File: src/rtl/core/i2cem_pkg.sv
// Package for the I2C EEPROM master sequencer: result item type and
// configuration register indexes. No dependencies.

package i2cem_pkg;

  // Configuration register indexes
  localparam logic [1:0] CfgPhaseTicks    = 2'd0;
  localparam logic [1:0] CfgAckPollLimit  = 2'd1;
  localparam logic [1:0] CfgWriteWait     = 2'd2;

  // Reset values of the configuration registers
  localparam logic [7:0]  PhaseTicksRst   = 8'd2;
  localparam logic [7:0]  AckPollLimitRst = 8'd250;
  localparam logic [15:0] WriteWaitRst    = 16'd5000;

  // One result item, as produced for every accepted tick
  typedef struct packed {
    logic       scl_level;
    logic       sda_level;
    logic       sda_listen;
    logic       busy_res;
    logic       byte_taken;
    logic [7:0] rd_data;
    logic       rd_valid;
    logic       rd_last;
    logic       done_res;
  } result_t;

endpackage

File: src/rtl/core/i2cem_skid.sv
// Two-entry output buffer for result items of the I2C EEPROM master
// sequencer. Depends on i2cem_pkg for the result item type.

module i2cem_skid (
  input  logic              clk_i,
  input  logic              rst_ni,
  input  logic              push_i,
  input  i2cem_pkg::result_t data_i,
  output logic              ready_o,
  output logic              valid_o,
  input  logic              ready_i,
  output i2cem_pkg::result_t data_o
);
  import i2cem_pkg::*;

  logic    out_vld_q, skid_vld_q;
  result_t out_q, skid_q;
  logic    out_fire;

  assign out_fire = out_vld_q & ready_i;
  assign ready_o  = ~skid_vld_q;
  assign valid_o  = out_vld_q;
  assign data_o   = out_q;

  // Valid flags: the skid entry fills only when the output entry is stalled.
  always_ff @(posedge clk_i or negedge rst_ni) begin
    if (!rst_ni) begin
      out_vld_q  <= 1'b0;
      skid_vld_q <= 1'b0;
    end else if (skid_vld_q) begin
      if (out_fire) begin
        skid_vld_q <= 1'b0;
      end
    end else if (push_i) begin
      if (!out_vld_q || out_fire) begin
        out_vld_q <= 1'b1;
      end else begin
        skid_vld_q <= 1'b1;
      end
    end else if (out_fire) begin
      out_vld_q <= 1'b0;
    end
  end

  // Payload entries carry no reset.
  always_ff @(posedge clk_i) begin
    if (skid_vld_q) begin
      if (out_fire) begin
        out_q <= skid_q;
      end
    end else if (push_i) begin
      if (!out_vld_q || out_fire) begin
        out_q <= data_i;
      end else begin
        skid_q <= data_i;
      end
    end
  end

endmodule

File: src/rtl/core/i2c_eeprom_master_sequencer.sv
// I2C EEPROM master sequencer, top level. Depends on i2cem_pkg and i2cem_skid.
// The result item for a tick is registered in the output buffer when the tick
// item is accepted. Throughput: one item per cycle unless the buffer is full,
// set by the single step of the sequencer state machine and a two-entry buffer.
// Reset (asynchronous, active low) returns the sequencer to idle, clears its
// counters and loads the configuration registers with their default values.

module i2c_eeprom_master_sequencer #(
  parameter int MAX_BURST = 256
) (
  input  logic        clk_i,
  input  logic        rst_ni,
  // Configuration write port
  input  logic        cfg_we_i,
  input  logic [1:0]  cfg_idx_i,
  input  logic [15:0] cfg_wdata_i,
  // Tick item channel
  input  logic        in_valid_i,
  output logic        in_ready_o,
  input  logic        req_valid_i,
  input  logic        req_type_i,
  input  logic [7:0]  dev_sel_i,
  input  logic [7:0]  word_addr_i,
  input  logic [8:0]  byte_count_i,
  input  logic [7:0]  wr_data_i,
  input  logic        sda_in_i,
  // Result item channel
  output logic        out_valid_o,
  input  logic        out_ready_i,
  output logic        scl_level_o,
  output logic        sda_level_o,
  output logic        sda_listen_o,
  output logic        busy_res_o,
  output logic        byte_taken_o,
  output logic [7:0]  rd_data_o,
  output logic        rd_valid_o,
  output logic        rd_last_o,
  output logic        done_res_o
);
  import i2cem_pkg::*;

  localparam int         CntW   = $clog2(MAX_BURST + 1);
  localparam logic [8:0] MaxCnt = 9'(MAX_BURST);

  typedef enum logic [3:0] {
    StIdle, StStc, StSth, StStl, StWbl, StWbh, StAkl, StAkh,
    StRbl, StRbh, StMal, StMah, StSpa, StSpb, StSpc, StWait
  } state_e;

  typedef enum logic [2:0] {
    GDev, GAddr, GData, GRdev, GRead
  } stage_e;

  // Configuration registers
  logic [7:0]  phase_ticks_q, ack_limit_q;
  logic [15:0] wait_ticks_q;

  // Sequencer state
  state_e          seq_q, seq_d;
  stage_e          stage_q, stage_d;
  logic [7:0]      phase_q, phase_d;
  logic [3:0]      bit_q, bit_d;
  logic [7:0]      shift_q, shift_d;
  logic [CntW-1:0] left_q, left_d;
  logic [CntW-1:0] orig_q, orig_d;
  logic [7:0]      poll_q, poll_d;
  logic [15:0]     wait_q, wait_d;
  logic            rtype_q, rtype_d;
  logic [7:0]      dev_q, dev_d;
  logic [7:0]      addr_q, addr_d;
  logic            restart_q, restart_d;

  // Step signals
  logic            acc;
  logic [7:0]      pt;
  logic [8:0]      phase_inc;
  logic            phase_last;
  logic            end_phase;
  logic [8:0]      cnt_c;
  logic [CntW-1:0] left_dec;
  logic [15:0]     wait_inc;
  logic            taken, rdv, rdl, done;
  logic            mack;
  result_t         res_d, res_q;
  logic            skid_ready;

  assign acc        = in_valid_i & in_ready_o;
  assign in_ready_o = skid_ready;

  // Configuration writes; unknown indexes are ignored.
  always_ff @(posedge clk_i or negedge rst_ni) begin
    if (!rst_ni) begin
      phase_ticks_q <= PhaseTicksRst;
      ack_limit_q   <= AckPollLimitRst;
      wait_ticks_q  <= WriteWaitRst;
    end else if (cfg_we_i) begin
      unique case (cfg_idx_i)
        CfgPhaseTicks:   phase_ticks_q <= cfg_wdata_i[7:0];
        CfgAckPollLimit: ack_limit_q   <= cfg_wdata_i[7:0];
        CfgWriteWait:    wait_ticks_q  <= cfg_wdata_i;
        default: ;
      endcase
    end
  end

  // Phase timing: a zero phase length behaves as one tick.
  assign pt         = (phase_ticks_q == 8'd0) ? 8'd1 : phase_ticks_q;
  assign phase_inc  = {1'b0, phase_q} + 9'd1;
  assign phase_last = (phase_inc >= {1'b0, pt});
  assign end_phase  = (seq_q != StIdle) && (seq_q != StWait) && (seq_q != StAkh)
                      && phase_last;
  assign left_dec   = (left_q != '0) ? left_q - CntW'(1) : '0;
  assign wait_inc   = wait_q + 16'd1;

  // Requested count clamped to one through the burst limit.
  always_comb begin
    cnt_c = (byte_count_i == 9'd0) ? 9'd1 : byte_count_i;
    if (cnt_c > MaxCnt) begin
      cnt_c = MaxCnt;
    end
  end

  // One sequencer step for each accepted tick.
  always_comb begin
    seq_d     = seq_q;
    stage_d   = stage_q;
    phase_d   = phase_q;
    bit_d     = bit_q;
    shift_d   = shift_q;
    left_d    = left_q;
    orig_d    = orig_q;
    poll_d    = poll_q;
    wait_d    = wait_q;
    rtype_d   = rtype_q;
    dev_d     = dev_q;
    addr_d    = addr_q;
    restart_d = restart_q;
    taken     = 1'b0;
    rdv       = 1'b0;
    rdl       = 1'b0;
    done      = 1'b0;
    if (acc) begin
      if (seq_q != StIdle && seq_q != StWait && seq_q != StAkh) begin
        phase_d = phase_last ? 8'd0 : phase_inc[7:0];
      end
      unique case (seq_q)
        StIdle: begin
          if (req_valid_i) begin
            rtype_d   = req_type_i;
            dev_d     = dev_sel_i;
            addr_d    = word_addr_i;
            orig_d    = CntW'(cnt_c);
            left_d    = CntW'(cnt_c);
            stage_d   = GDev;
            restart_d = 1'b0;
            phase_d   = 8'd0;
            poll_d    = 8'd0;
            bit_d     = 4'd0;
            seq_d     = StStc;
          end
        end
        StStc: if (end_phase) seq_d = StSth;
        StSth: if (end_phase) seq_d = StStl;
        StStl: begin
          if (end_phase) begin
            shift_d = (stage_q == GRdev) ? (dev_q | 8'h01) : dev_q;
            bit_d   = 4'd0;
            seq_d   = StWbl;
          end
        end
        StWbl: if (end_phase) seq_d = StWbh;
        StWbh: begin
          if (end_phase) begin
            shift_d = {shift_q[6:0], 1'b0};
            bit_d   = bit_q + 4'd1;
            if (bit_q >= 4'd7) begin
              poll_d = 8'd0;
              seq_d  = StAkl;
            end else begin
              seq_d = StWbl;
            end
          end
        end
        StAkl: if (end_phase) seq_d = StAkh;
        StAkh: begin
          if (!phase_last) begin
            phase_d = phase_inc[7:0];
          end else if (sda_in_i) begin
            // Still no acknowledge: count it, or give up and restart.
            if (poll_q >= ack_limit_q) begin
              phase_d   = 8'd0;
              restart_d = 1'b1;
              seq_d     = StSpa;
            end else begin
              poll_d = poll_q + 8'd1;
            end
          end else begin
            phase_d = 8'd0;
            bit_d   = 4'd0;
            case (stage_q)
              GDev: begin
                stage_d = GAddr;
                shift_d = addr_q;
                seq_d   = StWbl;
              end
              GAddr: begin
                if (rtype_q) begin
                  stage_d = GRdev;
                  seq_d   = StStc;
                end else begin
                  stage_d = GData;
                  shift_d = wr_data_i;
                  taken   = 1'b1;
                  seq_d   = StWbl;
                end
              end
              GData: begin
                left_d = left_dec;
                if (left_dec == '0) begin
                  restart_d = 1'b0;
                  seq_d     = StSpa;
                end else begin
                  shift_d = wr_data_i;
                  taken   = 1'b1;
                  seq_d   = StWbl;
                end
              end
              default: begin
                stage_d = GRead;
                shift_d = 8'd0;
                seq_d   = StRbl;
              end
            endcase
          end
        end
        StRbl: if (end_phase) seq_d = StRbh;
        StRbh: begin
          if (end_phase) begin
            shift_d = {shift_q[6:0], sda_in_i};
            bit_d   = bit_q + 4'd1;
            if (bit_q >= 4'd7) begin
              rdv   = 1'b1;
              rdl   = (left_q <= CntW'(1));
              seq_d = StMal;
            end else begin
              seq_d = StRbl;
            end
          end
        end
        StMal: if (end_phase) seq_d = StMah;
        StMah: begin
          if (end_phase) begin
            left_d = left_dec;
            if (left_dec == '0) begin
              restart_d = 1'b0;
              seq_d     = StSpa;
            end else begin
              bit_d   = 4'd0;
              shift_d = 8'd0;
              seq_d   = StRbl;
            end
          end
        end
        StSpa: if (end_phase) seq_d = StSpb;
        StSpb: if (end_phase) seq_d = StSpc;
        StSpc: begin
          if (end_phase) begin
            if (restart_q) begin
              restart_d = 1'b0;
              stage_d   = GDev;
              left_d    = orig_q;
              poll_d    = 8'd0;
              bit_d     = 4'd0;
              seq_d     = StStc;
            end else if (!rtype_q && wait_ticks_q != 16'd0) begin
              wait_d = 16'd0;
              seq_d  = StWait;
            end else begin
              done  = 1'b1;
              seq_d = StIdle;
            end
          end
        end
        StWait: begin
          wait_d = wait_inc;
          if (wait_inc >= wait_ticks_q) begin
            wait_d = 16'd0;
            done   = 1'b1;
            seq_d  = StIdle;
          end
        end
        default: ;
      endcase
    end
  end

  // Bus levels follow the state after the step.
  assign mack = (left_d <= CntW'(1));

  always_comb begin
    res_d            = '0;
    res_d.sda_listen = 1'b0;
    unique case (seq_d) inside
      StStc: begin res_d.scl_level = 1'b0; res_d.sda_level = 1'b1; end
      StSth: begin res_d.scl_level = 1'b1; res_d.sda_level = 1'b1; end
      StStl: begin res_d.scl_level = 1'b1; res_d.sda_level = 1'b0; end
      StWbl: begin res_d.scl_level = 1'b0; res_d.sda_level = shift_d[7]; end
      StWbh: begin res_d.scl_level = 1'b1; res_d.sda_level = shift_d[7]; end
      StAkl, StRbl: begin
        res_d.scl_level  = 1'b0;
        res_d.sda_level  = 1'b1;
        res_d.sda_listen = 1'b1;
      end
      StAkh, StRbh: begin
        res_d.scl_level  = 1'b1;
        res_d.sda_level  = 1'b1;
        res_d.sda_listen = 1'b1;
      end
      StMal: begin res_d.scl_level = 1'b0; res_d.sda_level = mack; end
      StMah: begin res_d.scl_level = 1'b1; res_d.sda_level = mack; end
      StSpa: begin res_d.scl_level = 1'b0; res_d.sda_level = 1'b0; end
      StSpb: begin res_d.scl_level = 1'b1; res_d.sda_level = 1'b0; end
      default: begin res_d.scl_level = 1'b1; res_d.sda_level = 1'b1; end
    endcase
    res_d.busy_res   = (seq_d != StIdle);
    res_d.byte_taken = taken;
    res_d.rd_data    = rdv ? shift_d : 8'd0;
    res_d.rd_valid   = rdv;
    res_d.rd_last    = rdl;
    res_d.done_res   = done;
  end

  // Sequencer state registers
  always_ff @(posedge clk_i or negedge rst_ni) begin
    if (!rst_ni) begin
      seq_q     <= StIdle;
      stage_q   <= GDev;
      phase_q   <= 8'd0;
      bit_q     <= 4'd0;
      shift_q   <= 8'd0;
      left_q    <= '0;
      orig_q    <= '0;
      poll_q    <= 8'd0;
      wait_q    <= 16'd0;
      rtype_q   <= 1'b0;
      dev_q     <= 8'd0;
      addr_q    <= 8'd0;
      restart_q <= 1'b0;
    end else begin
      seq_q     <= seq_d;
      stage_q   <= stage_d;
      phase_q   <= phase_d;
      bit_q     <= bit_d;
      shift_q   <= shift_d;
      left_q    <= left_d;
      orig_q    <= orig_d;
      poll_q    <= poll_d;
      wait_q    <= wait_d;
      rtype_q   <= rtype_d;
      dev_q     <= dev_d;
      addr_q    <= addr_d;
      restart_q <= restart_d;
    end
  end

  // Result items leave through the output buffer.
  i2cem_skid u_skid (
    .clk_i   (clk_i),
    .rst_ni  (rst_ni),
    .push_i  (acc),
    .data_i  (res_d),
    .ready_o (skid_ready),
    .valid_o (out_valid_o),
    .ready_i (out_ready_i),
    .data_o  (res_q)
  );

  assign scl_level_o  = res_q.scl_level;
  assign sda_level_o  = res_q.sda_level;
  assign sda_listen_o = res_q.sda_listen;
  assign busy_res_o   = res_q.busy_res;
  assign byte_taken_o = res_q.byte_taken;
  assign rd_data_o    = res_q.rd_data;
  assign rd_valid_o   = res_q.rd_valid;
  assign rd_last_o    = res_q.rd_last;
  assign done_res_o   = res_q.done_res;

`ifndef SYNTHESIS
  // The input side only stalls while a result is waiting downstream.
  a_stall_has_result: assert property (@(posedge clk_i) disable iff (!rst_ni)
    !in_ready_o |-> out_valid_o)
    else $error("input stalled with no result pending");

  // A request taken in idle always opens with the start condition.
  a_req_starts: assert property (@(posedge clk_i) disable iff (!rst_ni)
    (acc && seq_q == StIdle && req_valid_i) |=> (seq_q == StStc))
    else $error("request in idle did not start a transaction");

  // The bit counter never runs past one byte.
  a_bit_range: assert property (@(posedge clk_i) disable iff (!rst_ni)
    bit_q <= 4'd8)
    else $error("bit index out of range");
`endif

endmodule

File: config.mk
export PLATFORM = sky130hd
export DESIGN_NAME = i2c_eeprom_master_sequencer
export DESIGN_NICKNAME = d
export VERILOG_FILES = /design/src/rtl/core/i2cem_pkg.sv /design/src/rtl/core/i2cem_skid.sv /design/src/rtl/core/i2c_eeprom_master_sequencer.sv
export SDC_FILE = /design/constraint.sdc
export NUM_CORES = 1
export LEC_CHECK = 0
export ABC_AREA = 0
export BUFFER_PORTS_ARGS = -buffer_cell sky130_fd_sc_hd__buf_4
export CELL_PAD_IN_SITES_DETAIL_PLACEMENT = 0
export CELL_PAD_IN_SITES_GLOBAL_PLACEMENT = 1
export CORE_MARGIN = 1.5
export CORE_UTILIZATION = 44
export CTS_BUF_LIST = sky130_fd_sc_hd__clkbuf_2 sky130_fd_sc_hd__clkbuf_4 sky130_fd_sc_hd__clkbuf_8
export DETAILED_ROUTE_END_ITERATION = 16
export GPL_ROUTABILITY_DRIVEN = 0
export HOLD_SLACK_MARGIN = 0.06
export PLACE_DENSITY = 0.83
export SYNTH_ARGS = -nofsm -noshare
export SYNTH_HDL_FRONTEND = slang
export SYNTH_HIERARCHICAL = 1
export SYNTH_SLANG_ARGS = --single-unit
File: constraint.sdc
create_clock -name clk_i -period 4.1 [get_ports clk_i]
set_input_delay 0.82 -clock clk_i [delete_from_list [all_inputs] [get_ports clk_i]]
set_output_delay 0.82 -clock clk_i [all_outputs]
set_load 0.02 [all_outputs]
**After elaboration in Yosys (flattened, before gate mapping)**

Index checks and enable logic that the tools add are counted.
Widths: inputs -> output; s select.

- Add/subtract/negate cells: 5
- $lt $le $gt $ge: 7
- Equal/unequal tests: 54
- Muxes and demuxes: 134
- Bitwise operators: 4
- Reductions and logical operators: 41

Operator list:

| cell | number |
|---|---|
| $mux 8 | 26 |
| $mux 16 | 8 |
| $mux 4 | 31 |
| $mux 9 | 11 |
| $pmux 4 s16 | 1 |
| $eq 4x4->1 const B | 14 |
| $pmux 8 s5 | 1 |
| $pmux 9 s4 | 1 |
| $mux 1 | 34 |
| $eq 4x3->1 const B | 8 |
| $ne 2x2->1 const B | 16 |
| $pmux 16 s2 | 1 |
| $pmux 8 s4 | 1 |
| $pmux 4 s6 | 1 |
| $pmux 8 s3 | 1 |
| $mux 3 | 7 |
| $le 9x1->1 const B | 2 |
| $logic_not 9->1 | 2 |
| $pmux 3 s3 | 2 |
| $add 16x1->16 const B | 1 |
| $ge 16x16->1 | 1 |
| $pmux 8 s2 | 1 |
| $reduce_and 8->1 | 2 |
| $reduce_bool 16->1 | 1 |
| other kinds (45) | 71 |

- Register bits: 153
- Bits of input ports: 59
- Output and inout port bits: 18
- Logic and storage cells: 281

**Longest topological paths before layout**

Gate-level depths: netlist of run 1.

- Depth after elaboration: 15
- Gate-level depth with buffers: 20
- Gate-level depth less buffers: 17

**By module**

The synthesis of run 1 kept the hierarchy.

By module, submodules not included:

| module | instances | cells an instance | area each (µm²) | seq. area each (µm²) |
|---|---|---|---|---|
| i2c_eeprom_master_sequencer | 1 | 911 | 8200.4 | 2992.9 |
| i2cem_skid | 1 | 62 | 1347.5 | 1011.0 |

**Least setup slack after synthesis of run 1**

OpenSTA, ideal clock, no wires.

- Path kind: register to register
- Start: reg wait_q[0]
- End: reg u_skid.out_q, in the netlist u_skid/data_o[15] (data pin)
- Library setup time: 0.260 ns
- Data arrival time: 3.939 ns
- Required time: 3.840 ns
- Slack: -0.099 ns
- Stages on the path, launching flop included: 20
- Buffers on the path: 2
- Clock period less this slack: 4.199 ns
- Cell sequence: dfrtp_1 > ha_1 > nand3_1 > nor2_1 > and3_1 > clkbuf_1 > nand3_1 > xnor2_1 > ha_1 > nand2_1 > o21ai_1 > a2111oi_2 > a31oi_1 > or3_1 > buf_2 > o31ai_2 > o221ai_1 > nor4b_1 > a211oi_1 > mux2_4

RTL lines:

| what | RTL line | text |
|---|---|---|
| from (decl) | i2c_eeprom_master_sequencer.sv:67 | `logic [15:0] wait_q, wait_d;` |
| from (signal assigned) | i2c_eeprom_master_sequencer.sv:358 | `wait_q <= wait_d;` |
| to (signal assigned) | i2cem_skid.sv:49 | `out_q <= skid_q;` |
| to (signal assigned) | i2cem_skid.sv:53 | `out_q <= data_i;` |
| to (decl) | i2cem_skid.sv:17 | `result_t out_q, skid_q;` |

==> run_results.csv, run 1 <==
group,metric,value,unit
status,outcome,"complete, no violations",
timing,setup_viol,0,
pwr,seqPwrFrac,0.377,
grt,antenna_found_initial,0,
clocking,hold_buffers,0,
yosys,ys.warnings.count,6,
drt,route.detailed.drc,0,
place,placed_cell_area,10700,um2
setup_path,cp_max_fo,5,
pwr,internal_power,3.65,mW
setup_path,path_class,"register to register",
clocking,clk_pin_slew,0.10,ns
layout,antennaDiodeCount,0,
drt,vias,7905,
place,dp_hpwl,17.6,mm
clocking,cts_tree,"built",
timing,rsz0062_at_grt,"yes",
setup_path,crit_path_end_kind,"register",
grt,grt_pass1_vias,7636,
timing,worst_pin_slew,0.926,ns
timing,slew_viol_final,0,
pwr,combPwrFrac,0.432,
pwr,swShare,0.410,
clocking,cts.sinks,153,
timing,timing.final.crit_share,0.964,
grt,grt_pass1_wl,39.4,mm
clocking,clk_latency,0.49,ns
setup_path,required,4.35,ns
yosys,synth_seq_cells,153,
setup_path,crit_path_start,"wait_q[0]$_DFFE_PN0P_",
pwr,leakage,5.13,nW
floorplan,start_util,0.451,
clocking,cts_buffers,17,
yosys,synthArstFlopShare,0.791,
timing,finClkSkew,0.0180,ns
drt,routedWlPerCell,17.6,um
floorplan,die_x,150,um
drt,wirelength,24.5,mm
yosys,syn-num-nets,1071,
setup_path,crit_arrival,4.20,ns
setup_path,r2r-start,"wait_q[0]$_DFFE_PN0P_",
pwr,ir_drop,0.264,mV
drt,drt-pass1-iter-count,5,
clocking,h-tree-depth,4,
hold_path,hp-class,"input pin to async pin",
setup_path,rrSetupSlack,0.15,ns
layout,n_fill_cell,1866,
grt,grtUsageTotal,0.223,
yosys,synthCells,973,
flow_run,maxCapViolations,0,
place,dp.cells,1338,
layout,area_growth,20.9,%
layout,final_cell_area,11500,um2
clocking,cts_buffer_depth,2,
pwr,clkPwrFrac,0.191,
yosys,syn_area_per_cell,9.81,um2
timing,relSlewSlack,0.382,
floorplan,dieHeight,150,um
yosys,yosysSeqAreaShare,0.419,
layout,layout_commonest_cell,"buf_4",
pwr,p_switching,2.54,mW
timing,period_minus_slack,3.95,ns
layout,drive_gt1_frac,0.308,
setup_path,r2r_end,"u_skid/data_o[14]$_DFFE_PP_",
layout,layout_common_cells,"159 x buf_4, 108 x dfrtp_1, 92 x nand2_1",
setup_path,r2r_cells,18,
drt,antenna_left,0,
layout,instances_no_fill,1390,
place,io_buffers,76,
drt,viasPerCell,5.69,
pwr,power_density,536,nW/um2
floorplan,die-area,22600,um2
grt,gr-total-overflow,0,
clocking,cts_root_buf,"clkbuf_8",
grt,grt_max_degree,69,
floorplan,rows,53,
floorplan,num_io_pins,77,
drt,drtIter0Drc,521,
yosys,ys.flop_type,"dfrtp_1",
yosys,synth_cell_type_count,95,
timing,fmax,253,MHz
timing,final_hold_viol_count,0,
setup_path,crit_path_start_kind,"register",
floorplan,core_region_area,21200,um2
layout,final_nets,1200,
yosys,synth_edf_count,32,
yosys,synth_area,9550,um2
layout make-up:
type / instances / area (um2) / share of cell area
multi-input combinational: 716 / 5340 / 0.463
sequential: 153 / 4010 / 0.347
timing repair buffer: 164 / 1260 / 0.109
tap: 275 / 344 / 0.0298
clock buffer: 17 / 234 / 0.0203
inverter: 50 / 188 / 0.0163
clock inverter: 15 / 164 / 0.0142
power by group through the flow:
stage / sequential [mW] / combinational, mW / clock [mW]
2_1_floorplan: 2.29 / 1.72 / 0
3_3_place_gp: 2.35 / 2.42 / 0
3_5_place_dp: 2.35 / 2.46 / 0
4_1_cts: 2.32 / 2.48 / 1.20
5_1_grt: 2.38 / 2.93 / 1.27
6_report: 2.33 / 2.67 / 1.18
cells in the mapped netlist (all sizes together), types with 15 or more instances:
master	number	area (um2)
nor3	15	101
clkbuf	29	109
and2	17	106
nand3	34	175
nor2	61	229
dfrtp	109	2730
and3	16	105
ha	39	488
nand2b	33	214
o21ai	88	448
mux2	63	769
xor2	15	131
buf	25	183
a21oi	37	193
edfxtp	32	961
inv	50	188
nand2	95	369
kinds of logic (layout without fill, tap and decap cells):
family | Yosys count | count (layout) | synth area share
adder cells (fa/ha/maj) | 40 | 40 | 0.0522
buffers and inverters | 104 | 246 | 0.0502
flip-flops | 153 | 153 | 0.419
AO/OA/AOI/OAI | 248 | 248 | 0.182
AND/OR/NAND/NOR | 331 | 331 | 0.184
XOR/XNOR | 27 | 27 | 0.0248
multiplexers | 70 | 70 | 0.0879
worst max-delay path: stages (launching register included):
cell and delay [ns]:
dfrtp_1 0.37, buf_6 0.12, ha_2 0.18, nand3_2 0.10, nor2_2 0.11, and3_4 0.22, nand3_2 0.10, xnor2_2 0.15
ha_1 0.36, and4_4 0.18, a2111oi_4 0.27, a31oi_2 0.14, or3_4 0.41, o31ai_4 0.10, o32ai_4 0.14, buf_4 0.17
a311oi_2 0.19, a32oi_1 0.11, mux2_4 0.28
worst max-delay path by stage:
stage	end	slack [ns]	depth (start not counted)
after floorplan	u_skid/data_o[15]$_DFFE_PP_	0.0006	18
after global placement	u_skid/data_o[13]$_DFFE_PP_	0.01	18
after detailed placement	u_skid/data_o[14]$_DFFE_PP_	-0.07	16
after CTS	u_skid/data_o[14]$_DFFE_PP_	0.009	17
after global routing	u_skid/data_o[12]$_DFFE_PP_	-0.05	16
final	u_skid/data_o[14]$_DFFE_PP_	0.15	18
through the flow:
step | total power, mW | hold slack, ns | setup WS, ns | utilization | TNS [ns]
2_1_floorplan | 4.01 | 0.449 | 0.000586 | - | 0
3_3_place_gp | 4.76 | 0.467 | 0.0119 | 0.506 | 0
3_5_place_dp | 4.81 | 0.485 | -0.0694 | 0.506 | -0.188
4_1_cts | 6.00 | 0.400 | 0.00858 | 0.527 | 0
5_1_grt | 6.58 | 0.432 | -0.0454 | 0.546 | -0.138
6_report | 6.18 | 0.374 | 0.149 | 0.546 | 0
routing by layer:
layer / track usage / up-vias / routed length [um]
li1: - / 3816 / -
met1: 0.318 / 3863 / 11500
met2: 0.346 / 183 / 11500
met3: 0.0312 / 43 / 1010
met4: 0.0784 / 0 / 547
met5: 0 / - / 0
registers in the layout, indices dropped and copies added (netlist names):
| name | cells |
|---|---|
| u_skid/skid_q | 16 |
| ack_limit_q | 8 |
| wait_ticks_q | 16 |
| u_skid/valid_o | 1 |
| bit_q | 4 |
| poll_q | 8 |
| dev_q | 8 |
| orig_q | 9 |
| stage_q | 3 |
| restart_q | 1 |
| phase_ticks_q | 8 |
| shift_q | 8 |
| seq_q | 4 |
| addr_q | 8 |
| u_skid/data_o | 16 |
| left_q | 9 |
| rtype_q | 1 |
| phase_q | 8 |
| wait_q | 16 |
| u_skid/skid_vld_q | 1 |
repair_timing:
item                                    in CTS  in global routing
pin swaps                                    0                 27
endpoints found under the setup margin       4                  8
setup buffers                                2                 19
gates resized for setup                      6                 47
No activity file was read; power rests on OpenSTA's default activity.
==> run 2: changes to the inputs <==
--- a/config.mk
+++ b/config.mk
@@ -10,12 +10,12 @@
 export CELL_PAD_IN_SITES_DETAIL_PLACEMENT = 0
 export CELL_PAD_IN_SITES_GLOBAL_PLACEMENT = 1
 export CORE_MARGIN = 1.5
-export CORE_UTILIZATION = 44
+export CORE_UTILIZATION = 41
 export CTS_BUF_LIST = sky130_fd_sc_hd__clkbuf_2 sky130_fd_sc_hd__clkbuf_4 sky130_fd_sc_hd__clkbuf_8
 export DETAILED_ROUTE_END_ITERATION = 16
 export GPL_ROUTABILITY_DRIVEN = 0
 export HOLD_SLACK_MARGIN = 0.06
-export PLACE_DENSITY = 0.83
+export PLACE_DENSITY = 0.79
 export SYNTH_ARGS = -nofsm -noshare
 export SYNTH_HDL_FRONTEND = slang
 export SYNTH_HIERARCHICAL = 1
==> run_results.csv, run 2 (synthesis results as in run 1) <==
group,metric,value,unit
drt,antenna_left,0,
clocking,cts_buffers,17,
floorplan,num_io_pins,77,
timing,period_minus_slack,3.96,ns
drt,wl_met2,11.5,mm
drt,wl_met1,11.9,mm
setup_path,crit_top_cell,"and3_4",
layout,instances_no_fill,1411,
drt,viasPerCell,5.54,
setup_path,crit_arrival,4.19,ns
setup_path,slowest_stage,"dfrtp_1",
grt,grt_pass1_wl,39.6,mm
setup_path,cp_max_fo,7,
layout,final_cell_area,11500,um2
setup_path,crit_path_end_kind,"register",
layout,final_nets,1183,
floorplan,rows,55,
grt,grt_pass1_vias,7477,
layout,antennaDiodeCount,0,
layout,area_growth,20.6,%
timing,fmax,252,MHz
drt,routed.top_layer,"met4",
floorplan,start_util,0.419,
hold_path,hp-class,"input pin to async pin",
clocking,cts_tree,"built",
layout,layout_commonest_cell,"buf_4",
setup_path,required,4.33,ns
place,placed_cell_area,10700,um2
place,dp_hpwl,17.6,mm
drt,vias,7816,
floorplan,die_x,156,um
setup_path,r2r_cells,17,
grt,gr-total-overflow,0,
drt,route.detailed.drc,0,
layout,drive_gt1_frac,0.299,
setup_path,crit_path_start_kind,"register",
pwr,leakage,5.02,nW
grt,antenna_found_initial,0,
layout,final-seq-area,4010,um2
drt,drtIter0Drc,517,
setup_path,r2r_end,"u_skid/data_o[12]$_DFFE_PP_",
drt,wirelength,24.5,mm
grt,grt_max_degree,72,
setup_path,cp_slowest_stage_delay,0.39,ns
timing,worst_pin_slew,0.878,ns
clocking,h-tree-depth,4,
setup_path,path_class,"register to register",
flow_run,maxCapViolations,0,
clocking,cts_root_buf,"clkbuf_8",
layout,layout_common_cells,"144 x buf_4, 108 x dfrtp_1, 92 x nand2_1",
drt,routedWlPerCell,17.4,um
setup_path,r2r-start,"phase_q[2]$_DFFE_PN0P_",
clocking,cts.sinks,153,
setup_path,crit_chain,"and3_4 -> and3_1 -> and3_4 -> xor2_4 -> ha_4 -> and3_4 -> a221oi_4 -> buf_4 -> o211a_4 -> buf_4 -> mux2i_1 -> nand2_1 -> nand4_1 -> o221ai_4 -> nand2b_1 -> or3_4 -> mux2_4",
place,dp.cells,1372,
layout,n_fill_cell,2134,
drt,route.met3.wl,928,um
pwr,power_density,534,nW/um2
timing,setup_viol,0,
setup_path,crit_end,"u_skid/data_o[12]$_DFFE_PP_",
floorplan,dieHeight,156,um
timing,timing.final.crit_share,0.966,
timing,relSlewSlack,0.414,
floorplan,core_region_area,22800,um2
layout,multi_input_area,5410,um2
drt,drt-pass1-iter-count,5,
timing,finClkSkew,0.0189,ns
clocking,hold_buffers,0,
setup_path,crit_path_start,"phase_q[2]$_DFFE_PN0P_",
status,outcome,"complete, no violations",
grt,grtUsageTotal,0.206,
timing,slew_viol_final,0,
pwr,ir_drop,0.239,mV
floorplan,die-area,24200,um2
layout,fin_util,0.506,
setup_path,rrSetupSlack,0.14,ns
pwr,total_power,6.15,mW
clocking,clk_latency,0.48,ns
clocking,cts_buffer_depth,2,
place,io_buffers,76,
clocking,clk_pin_slew,0.10,ns
timing,rsz0062_at_grt,"yes",
timing,final_hold_viol_count,0,
## run 2: changes by cell type in the layout (fill, tap and decap cells not counted), moves of 2 or more
cell / change
nand3_1: -2
clkinvlp_4: +3
buf_4: -15
buf_6: -2
inv_8: -3
xor2_2: -2
clkinv_4: -2
inv_6: +2
## run 2: how the worst min path moves through the flow
stage	from	cells past startpoint	slack, ns	end
floorplan	poll_q[7]$_DFFE_PN0P_	1	0.45	poll_q[7]$_DFFE_PN0P_
global placement	orig_q[3]$_DFFE_PN0P_	2	0.47	orig_q[3]$_DFFE_PN0P_
detailed placement	orig_q[3]$_DFFE_PN0P_	2	0.47	orig_q[3]$_DFFE_PN0P_
CTS	rst_ni	1	0.40	poll_q[6]$_DFFE_PN0P_
global route	rst_ni	1	0.41	poll_q[5]$_DFFE_PN0P_
finish	rst_ni	1	0.37	poll_q[6]$_DFFE_PN0P_
## run 2: through the flow
stage	setup slack, ns	hold slack (ns)	TNS [ns]
floorplan	0.000586	0.449	0
global placement	0.0126	0.471	0
detailed placement	-0.0858	0.474	-0.148
CTS	0.0333	0.396	0
global route	-0.0551	0.413	-0.0875
finish	0.138	0.366	0
## run 2: what timing repair did
action	4_1_cts	5_1_grt
buffers inserted	1	6
pin swaps	1	19
gates resized for setup	6	55
setup endpoints to repair	4	10
hold endpoints to repair	0	0
## run 2: power breakdown
group	internal, mW	switching (mW)	leakage (nW)	total, mW
combinational	1.19	1.50	2.99	2.69
sequential	1.97	0.333	1.84	2.31
clock	0.455	0.702	0.188	1.16
## run 2: metal layers
layer | GRT usage | vias to the layer above
met4 | 0.0494 | 0
met1 | 0.297 | 3851
li1 | - | 3781
met5 | 0 | -
met3 | 0.0392 | 27
met2 | 0.320 | 157
## run 2: critical path: cells and delay by family, from the launching register on
family / cells / cell delay, ns
compound gates: 3 / 0.81
xor+xnor: 1 / 0.20
fa+ha+maj: 1 / 0.23
buf+inv: 2 / 0.31
flops: 1 / 0.39
mux: 2 / 0.33
simple gates: 8 / 1.45
## run 2: area by class of cell
type | count | share of cell area
well taps | 313 | 0.0340
flip-flops and latches | 153 | 0.348
inverters | 50 | 0.0163
clock buffers | 17 | 0.0203
clock inverters | 15 | 0.0133
repair buffers | 147 | 0.0983
multi-input cells | 716 | 0.470
